$ cat config.mk
export PLATFORM = sky130hd
export DESIGN_NAME = mrs_front
export DESIGN_NICKNAME = d
export VERILOG_FILES = /design/src/rtl/merkle_root_sha256d_defines.svh /design/src/rtl/mrs_pkg.sv /design/src/rtl/mrs_front.sv
export SDC_FILE = /design/constraint.sdc
export NUM_CORES = 1
export LEC_CHECK = 0
export BUFFER_PORTS_ARGS = -buffer_cell sky130_fd_sc_hd__buf_2
export CAP_MARGIN = 20
export CORE_ASPECT_RATIO = 0.9
export CORE_MARGIN = 5
export CORE_UTILIZATION = 30
export CTS_BUF_LIST = sky130_fd_sc_hd__clkbuf_8
export DETAILED_ROUTE_END_ITERATION = 10
export GPL_TIMING_DRIVEN = 0
export PLACE_DENSITY = 0.51
export SKIP_LAST_GASP = 1
export SLEW_MARGIN = 20
export SYNTH_ARGS = -nofsm -noshare
export SYNTH_HDL_FRONTEND = slang
export SYNTH_SLANG_ARGS = --single-unit
$ cat constraint.sdc
create_clock -name clk_i -period 16.84 [get_ports clk_i]
set_input_delay 2.526 -clock clk_i [delete_from_list [all_inputs] [get_ports clk_i]]
set_output_delay 2.526 -clock clk_i [all_outputs]
set_load 0.03 [all_outputs]
$ cat src/rtl/merkle_root_sha256d_defines.svh
// Assertion macros used by the merkle root back end.
`ifndef MERKLE_ROOT_SHA256D_DEFINES_SVH
`define MERKLE_ROOT_SHA256D_DEFINES_SVH

// Same-cycle implication, checked on clk_i, idle during reset.
`define MRS_ASSERT_IMP(lbl, ante, cons) \
  lbl: assert property (@(posedge clk_i) disable iff (!rst_ni) (ante) |-> (cons)) \
    else $error("assertion failed");

// Next-cycle implication, checked on clk_i, idle during reset.
`define MRS_ASSERT_NXT(lbl, ante, cons) \
  lbl: assert property (@(posedge clk_i) disable iff (!rst_ni) (ante) |=> (cons)) \
    else $error("assertion failed");

`endif

$ cat src/rtl/mrs_pkg.sv
// Shared types, constants and SHA-256 helpers for the merkle root block.
`default_nettype none
package mrs_pkg;

  localparam int MAX_LEAVES = 1024;
  localparam int IDX_W      = $clog2(MAX_LEAVES);
  localparam int CNT_W      = IDX_W + 1;
  localparam int NODE_W     = 256;
  localparam int QDEPTH     = 4;
  localparam int QPTR_W     = $clog2(QDEPTH);

  localparam logic [31:0] SHA_K [64] = '{
    32'h428a2f98, 32'h71374491, 32'hb5c0fbcf, 32'he9b5dba5,
    32'h3956c25b, 32'h59f111f1, 32'h923f82a4, 32'hab1c5ed5,
    32'hd807aa98, 32'h12835b01, 32'h243185be, 32'h550c7dc3,
    32'h72be5d74, 32'h80deb1fe, 32'h9bdc06a7, 32'hc19bf174,
    32'he49b69c1, 32'hefbe4786, 32'h0fc19dc6, 32'h240ca1cc,
    32'h2de92c6f, 32'h4a7484aa, 32'h5cb0a9dc, 32'h76f988da,
    32'h983e5152, 32'ha831c66d, 32'hb00327c8, 32'hbf597fc7,
    32'hc6e00bf3, 32'hd5a79147, 32'h06ca6351, 32'h14292967,
    32'h27b70a85, 32'h2e1b2138, 32'h4d2c6dfc, 32'h53380d13,
    32'h650a7354, 32'h766a0abb, 32'h81c2c92e, 32'h92722c85,
    32'ha2bfe8a1, 32'ha81a664b, 32'hc24b8b70, 32'hc76c51a3,
    32'hd192e819, 32'hd6990624, 32'hf40e3585, 32'h106aa070,
    32'h19a4c116, 32'h1e376c08, 32'h2748774c, 32'h34b0bcb5,
    32'h391c0cb3, 32'h4ed8aa4a, 32'h5b9cca4f, 32'h682e6ff3,
    32'h748f82ee, 32'h78a5636f, 32'h84c87814, 32'h8cc70208,
    32'h90befffa, 32'ha4506ceb, 32'hbef9a3f7, 32'hc67178f2
  };

  localparam logic [31:0] SHA_IV [8] = '{
    32'h6a09e667, 32'hbb67ae85, 32'h3c6ef372, 32'ha54ff53a,
    32'h510e527f, 32'h9b05688c, 32'h1f83d9ab, 32'h5be0cd19
  };

  localparam logic [31:0] PAD_MARK = 32'h80000000;

  typedef enum logic [1:0] {
    SHA_IDLE,
    SHA_LOAD,
    SHA_RND,
    SHA_ADD
  } sha_st_e;

  typedef enum logic [2:0] {
    B_IDLE,
    B_RDL,
    B_RDR,
    B_CAPR,
    B_HASH,
    B_ONE,
    B_ONECAP,
    B_EMIT
  } back_st_e;

  typedef struct packed {
    logic [NODE_W-1:0] leaf;
    logic              no_leaf;
    logic              last;
  } leaf_req_t;

  typedef struct packed {
    logic [NODE_W-1:0] root;
    logic              valid;
    logic              ovf;
  } res_t;

  function automatic logic [31:0] rotr(input logic [31:0] x, input int n);
    rotr = (x >> n) | (x << (32 - n));
  endfunction

  function automatic logic [31:0] bsig0(input logic [31:0] x);
    bsig0 = rotr(x, 2) ^ rotr(x, 13) ^ rotr(x, 22);
  endfunction

  function automatic logic [31:0] bsig1(input logic [31:0] x);
    bsig1 = rotr(x, 6) ^ rotr(x, 11) ^ rotr(x, 25);
  endfunction

  function automatic logic [31:0] ssig0(input logic [31:0] x);
    ssig0 = rotr(x, 7) ^ rotr(x, 18) ^ (x >> 3);
  endfunction

  function automatic logic [31:0] ssig1(input logic [31:0] x);
    ssig1 = rotr(x, 17) ^ rotr(x, 19) ^ (x >> 10);
  endfunction

endpackage
`default_nettype wire

$ cat src/rtl/mrs_front.sv
// Front end: accepts requests, drops empty non-final ones, queues the rest.
`default_nettype none
module mrs_front (
  input  wire logic               clk_i,
  input  wire logic               rst_ni,
  input  wire logic               push_i,
  output logic                    full_o,
  input  wire mrs_pkg::leaf_req_t req_i,
  output logic                    q_valid_o,
  output mrs_pkg::leaf_req_t      q_req_o,
  input  wire logic               q_pop_i
);

  mrs_pkg::leaf_req_t fifo_q [mrs_pkg::QDEPTH];
  logic [mrs_pkg::QPTR_W-1:0] wr_q, rd_q;
  logic [mrs_pkg::QPTR_W:0]   cnt_q;
  logic wr_en, rd_en;

  assign full_o    = (cnt_q == (mrs_pkg::QPTR_W+1)'(mrs_pkg::QDEPTH));
  assign q_valid_o = (cnt_q != '0);
  assign q_req_o   = fifo_q[rd_q];
  // drop requests that carry nothing and end nothing
  assign wr_en = push_i && !full_o && !(req_i.no_leaf && !req_i.last);
  assign rd_en = q_pop_i && q_valid_o;

  always_ff @(posedge clk_i or negedge rst_ni) begin
    if (!rst_ni) begin
      wr_q  <= '0;
      rd_q  <= '0;
      cnt_q <= '0;
    end else begin
      if (wr_en) wr_q <= wr_q + 1'b1;
      if (rd_en) rd_q <= rd_q + 1'b1;
      unique case ({wr_en, rd_en})
        2'b10:   cnt_q <= cnt_q + 1'b1;
        2'b01:   cnt_q <= cnt_q - 1'b1;
        default: cnt_q <= cnt_q;
      endcase
    end
  end

  always_ff @(posedge clk_i) begin
    if (wr_en) fifo_q[wr_q] <= req_i;
  end

endmodule
`default_nettype wire

Word-level counts from Yosys, hierarchy flattened
Memories as Yosys holds them, arrays and structs flattened.
Index checks and enable logic that the tools add are counted.
{ "word_totals": {"regBits": 7, "out_inout_bits": 260, "mem_bits_rw": 1032, "in_bits": 262, "memories": 1} }
{ "memory_table": {"columns": ["memory", "words", "word_bits", "rd", "rd_ports_with_merged_regs", "write_ports", "line", "text"], "rows": [
  ["fifo_q", 4, 258, 1, 0, 1, "mrs_front.sv:14", "mrs_pkg::leaf_req_t fifo_q [mrs_pkg::QDEPTH];"]
]} }
{ "op_classes": {"n_mux": 3, "eq_ne": 3, "n_addsub": 4, "reduce_logical": 9} }
{ "op_table": {"columns": ["op", "count"], "rows": [
  ["$pmux 3 s2", 1],
  ["$add 2x1->2 const B", 2],
  ["$logic_and 1x1->1", 4],
  ["$add 3x1->3 const B", 1],
  ["$eq 3x3->1 const B", 1],
  ["$logic_not 1->1", 3],
  ["$reduce_bool 3->1", 1],
  ["$sub 3x1->3 const B", 1],
  ["$eq 2x1->1 const B", 1],
  ["$eq 2x2->1 const B", 1],
  ["$mux 1", 2],
  ["$reduce_bool 2->1", 1]
]} }

Logic depth before layout (Yosys ltp)
{ "depth": {"word_depth": 6, "depth_mapped": 10} }

Least setup slack after synthesis
Ideal clock, no wire load.
{ "synth_timing": {"path_kind": "input -> register", "from": "input req_i[0] in the netlist's numbering", "to": "memory fifo_q[0][0] in the netlist's numbering (enable)", "setup_ns": 0.652, "arrival_time_ns": 8.772, "path_buffers": 1, "path_slack_ns": 7.416, "cell_stages": 4, "cell_sequence": "nand2b_1 > and3b_1 > buf_2 > and2_1"} }
{ "synth_via": {"elab_chain_cells": 6} }
{ "synth_rtl": {"columns": ["element", "line", "text"], "rows": [
  ["start: declaration", "mrs_front.sv:8", "input wire mrs_pkg::leaf_req_t req_i,"],
  ["$logic_not 1->1", "mrs_front.sv:23", "assign wr_en = push_i && !full_o && !(req_i.no_leaf && !req_i.last);"],
  ["$logic_and 1x1->1", "mrs_front.sv:23", null],
  ["$logic_not 1->1", "mrs_front.sv:23", null],
  ["$logic_and 1x1->1", "mrs_front.sv:23", null],
  ["$mux 1", "mrs_front.sv:43", "if (wr_en) fifo_q[wr_q] <= req_i;"],
  ["$mux 1 (implied by the code)", "mrs_front.sv:43", null],
  ["end: declaration", "mrs_front.sv:14", null]
]} }
No other way between the ends.

==> impl_results.md <==
- Worst R2R Setup Slack: around 14000 ps
- # clock sinks: just over 1000
- Dominant cell type by area after synthesis: sky130_fd_sc_hd__edfxtp_1
- Final-layout fill cell count: between 10000 and 15000
- Clock tree root driver cell: sky130_fd_sc_hd__clkbuf_8
- Total negative slack for setup checks: 0 ps
- Flip-flop and latch count after synthesis: around 1000
- Sequential-to-total area share from yosys stat: between 80% and 90%
- Synthesized area divided by synthesized cell count: approximately 27 um2
- Warning count from the yosys run: 0
- Clock-pin transition on the worst setup and hold timing paths: 60 ps
- Overall track demand over capacity in global routing: between 10% and 20%
- Clock Path Buffers: 3
- Share of cells above drive strength 1: approximately 48%
- Fraction of the cycle the final worst path needs: around 34%
- Worst hold-check slack: 537 ps
- Fin. Hold Viols: 0
- Wire per inst: 21.8 um
- Total congestion overflow: 0
- Source-to-sink clock delay at the later pin of the worst-skew pair: between 800 and 900 ps
- Initial antenna violation count: slightly above 40
- Number of global-route vias before repair: about 19000
- Via Count: between 15000 and 20000
- Most frequent cells after synthesis: sky130_fd_sc_hd__edfxtp_1, sky130_fd_sc_hd__mux4_2, sky130_fd_sc_hd__buf_2, sky130_fd_sc_hd__buf_6, sky130_fd_sc_hd__dfrtp_1
- IO Count: 522
- Number of resized instances in the post-cts repair step: 0
- Setup violation total in the final timing report: 0
- Number of placement rows: 123
- Worst-case hold path end point: cnt_q[2]
- Worst-case clock skew: ~43 ps
- Startpoint of the most critical hold path: cnt_q[2]
- Hold Crit Class: flop to flop
- Distinct cell type count after synthesis: 22
- Crit-path max FO: 10
- Critical Path Source Type: flop
- Critical path type: flop to output pin
- End of the worst register-to-register path: fifo_q[3][147]
- Synth Net Count: 1655
- Number of CTS-inserted buffers: around 170
- Worst max-slew margin expressed relative to the limit: 34.7%
- Length in cells of the worst reg-to-reg path: 8
- Maximum ir drop on the vdd rail: roughly 0.1 mV
- WP data arrival: between 3000 and 4000 ps
- Post-route minimum period: 5780 ps
- Routability congestion estimate: about 0.73
- Maximum number of pins on one net before global-route repair: 43
- Final HPWL from detailed placement: between 50000 and 60000 um
- Die span in y: ~350 um
- Leading post-synthesis cells by cell area: sky130_fd_sc_hd__edfxtp_1, sky130_fd_sc_hd__mux4_2, sky130_fd_sc_hd__buf_6
- Origin of the critical flop-to-flop path: cnt_q[2]
- Total DRC errors in the routed layout: 0
- Wire length of the first global-routing pass: approximately 130000 um
- Cell count after synthesis: ~1400
- Cts hold-fix bufs: 0
- Total number of nets in the final design: 2372
- Yosys top cell area share: between 80 and 90%
- Vias per inst: 4.42
- Post-CTS setup repair buffer count: 0
- Chip width: around 380 um
- DRC marker count from the first detailed-route iteration: slightly below 1000
- Maximum level of the CTS H-tree: 4
- Required @ worst endpoint: about 14000 ps
- Core box area: about 120000 um2
- Top-count cell post-synth: sky130_fd_sc_hd__edfxtp_1
- Fraction of synthesis flops using an asynchronous set or reset pin: less than 1%
- Die area: between 100000 and 150000 um2
- CP endpoint kind: output pin
- Slew at the pin closest to its max-slew limit: 980 ps
- Final slew viol count: 0
- Max-cap check violation count: 0
- Number of routed nets with antenna violations: 0
- Outcome: finished, final reports clean
- Count of TritonRoute iterations in the first routing pass: 4
- Summed instance area of the synthesized netlist: approximately 38000 um2
- Synthesis-to-finish area growth: 22.6%
- RSZ-0062 raised after global routing: false
- Flip-flop cell with the highest count after synthesis: sky130_fd_sc_hd__edfxtp_1
- Initial core utilization: 30.2%
- Highest clock rate: 0.173 GHz
- Number of port buffers: approximately 520
- Number of cells on the worst hold path: 1
- Static leakage: 15.6 nW
- P per Cell Area: ~180 nW/um2
- Routed WL: 86300 um
- EDFF count, synth: approximately 1000
- Clock tree from TritonCTS: yes
stage by stage:
stage | worst slack (ps) | total power [mW] | cell area [um2] | utilization [%] | cells
after CTS | 10800 | 8.53 | 46100 | 37.0 | 3926
after floorplan | 7420 | 5.56 | 37700 | - | 1387
after global placement | 1740 | 6.63 | 42400 | 34.0 | 3595
after global routing | 10820 | 8.76 | 46100 | 37.0 | 3936
after detailed placement | 11600 | 6.50 | 43100 | 34.5 | 3622
final | 11060 | 8.33 | 46200 | 37.0 | 3955
critical path, stage by stage (launching register included):
cell and delay, ps:
sky130_fd_sc_hd__dfrtp_1 310, sky130_fd_sc_hd__buf_2 200, sky130_fd_sc_hd__clkbuf_1 750, sky130_fd_sc_hd__buf_2 520, sky130_fd_sc_hd__mux4_2 390, sky130_fd_sc_hd__buf_2 200
sequential cells by signal, summed over array words and instances, names as in the netlist:
signal  count
wr_q        2
fifo_q   1032
cnt_q       3
rd_q        2
how the worst max path moves through the flow:
stage | startpoint | endpoint
2_1_floorplan | req_i[0] | fifo_q[0][0]
3_3_place_gp | req_i[0] | fifo_q[3][147]
3_5_place_dp | req_i[0] | fifo_q[3][81]
4_1_cts | rd_q[1] | q_req_o[137]
5_1_grt | rd_q[1] | q_req_o[61]
6_report | rd_q[1] | q_req_o[61]
cell families (layout without fill, tap and decap cells):
logic type,count (synthesis),in the layout,share of synthesized area (%)
DFF,1039,1039,82.7
xor gates and xnor gates,6,6,0.140
adders and majority gates,6,6,0.219
buffers and inverters,65,917,1.21
other,0,29,0
AOI/OAI and AO/OA,1,1,0.0233
and+or+nand+nor,10,10,0.176
muxes,260,260,15.5
cell type report:
type	count	area, um2	area share, %
multi-input combinational	283	6060	13.1
sequential	1039	31200	67.5
buffer	59	435	0.943
clock inverter	136	743	1.61
timing repair buffer	548	3280	7.09
clock buffer	168	2310	5.01
inverter	6	22.5	0.0488
antenna	29	72.6	0.157
tap	1687	2110	4.57
layer usage:
metal / track usage [%] / wire (um) / share of wire [%] / vias up
met5: 0 / 194 / 0.22 / -
met4: 4.69 / 1990 / 2.3 / 28
met3: 5.39 / 8030 / 9.3 / 179
met2: 20.6 / 42200 / 49 / 552
met1: 15.4 / 33800 / 39 / 9167
li1: - / - / - / 7573
layout by cell type (no fill, tap or decap), drive strengths merged:
| cell | synthesis | layout |
|---|---|---|
| ha | 5 | 5 |
| nand2 | 1 | 1 |
| nor3b | 1 | 1 |
| diode | 0 | 29 |
| mux2 | 1 | 1 |
| dfrtp | 7 | 7 |
| bufinv | 0 | 3 |
| nand2b | 1 | 1 |
| or3 | 1 | 1 |
| and3b | 1 | 1 |
| xor2 | 3 | 3 |
| clkinv | 0 | 67 |
| and2 | 4 | 4 |
| o31a | 1 | 1 |
| inv | 6 | 67 |
| nor2 | 1 | 1 |
| clkbuf | 6 | 174 |
| buf | 53 | 601 |
| xnor2 | 3 | 3 |
| edfxtp | 1032 | 1032 |
| mux4 | 258 | 258 |
| clkinvlp | 0 | 5 |
| mux2i | 1 | 1 |
| fa | 1 | 1 |
power by group:
group	switching, mW	internal, mW	total [mW]
logic	1.94	1.07	3.00
clock network	0.984	0.988	1.97
registers	0.0740	3.28	3.35
total	3.00	5.33	8.33
Note: power is estimated with default switching activity, not from simulation.
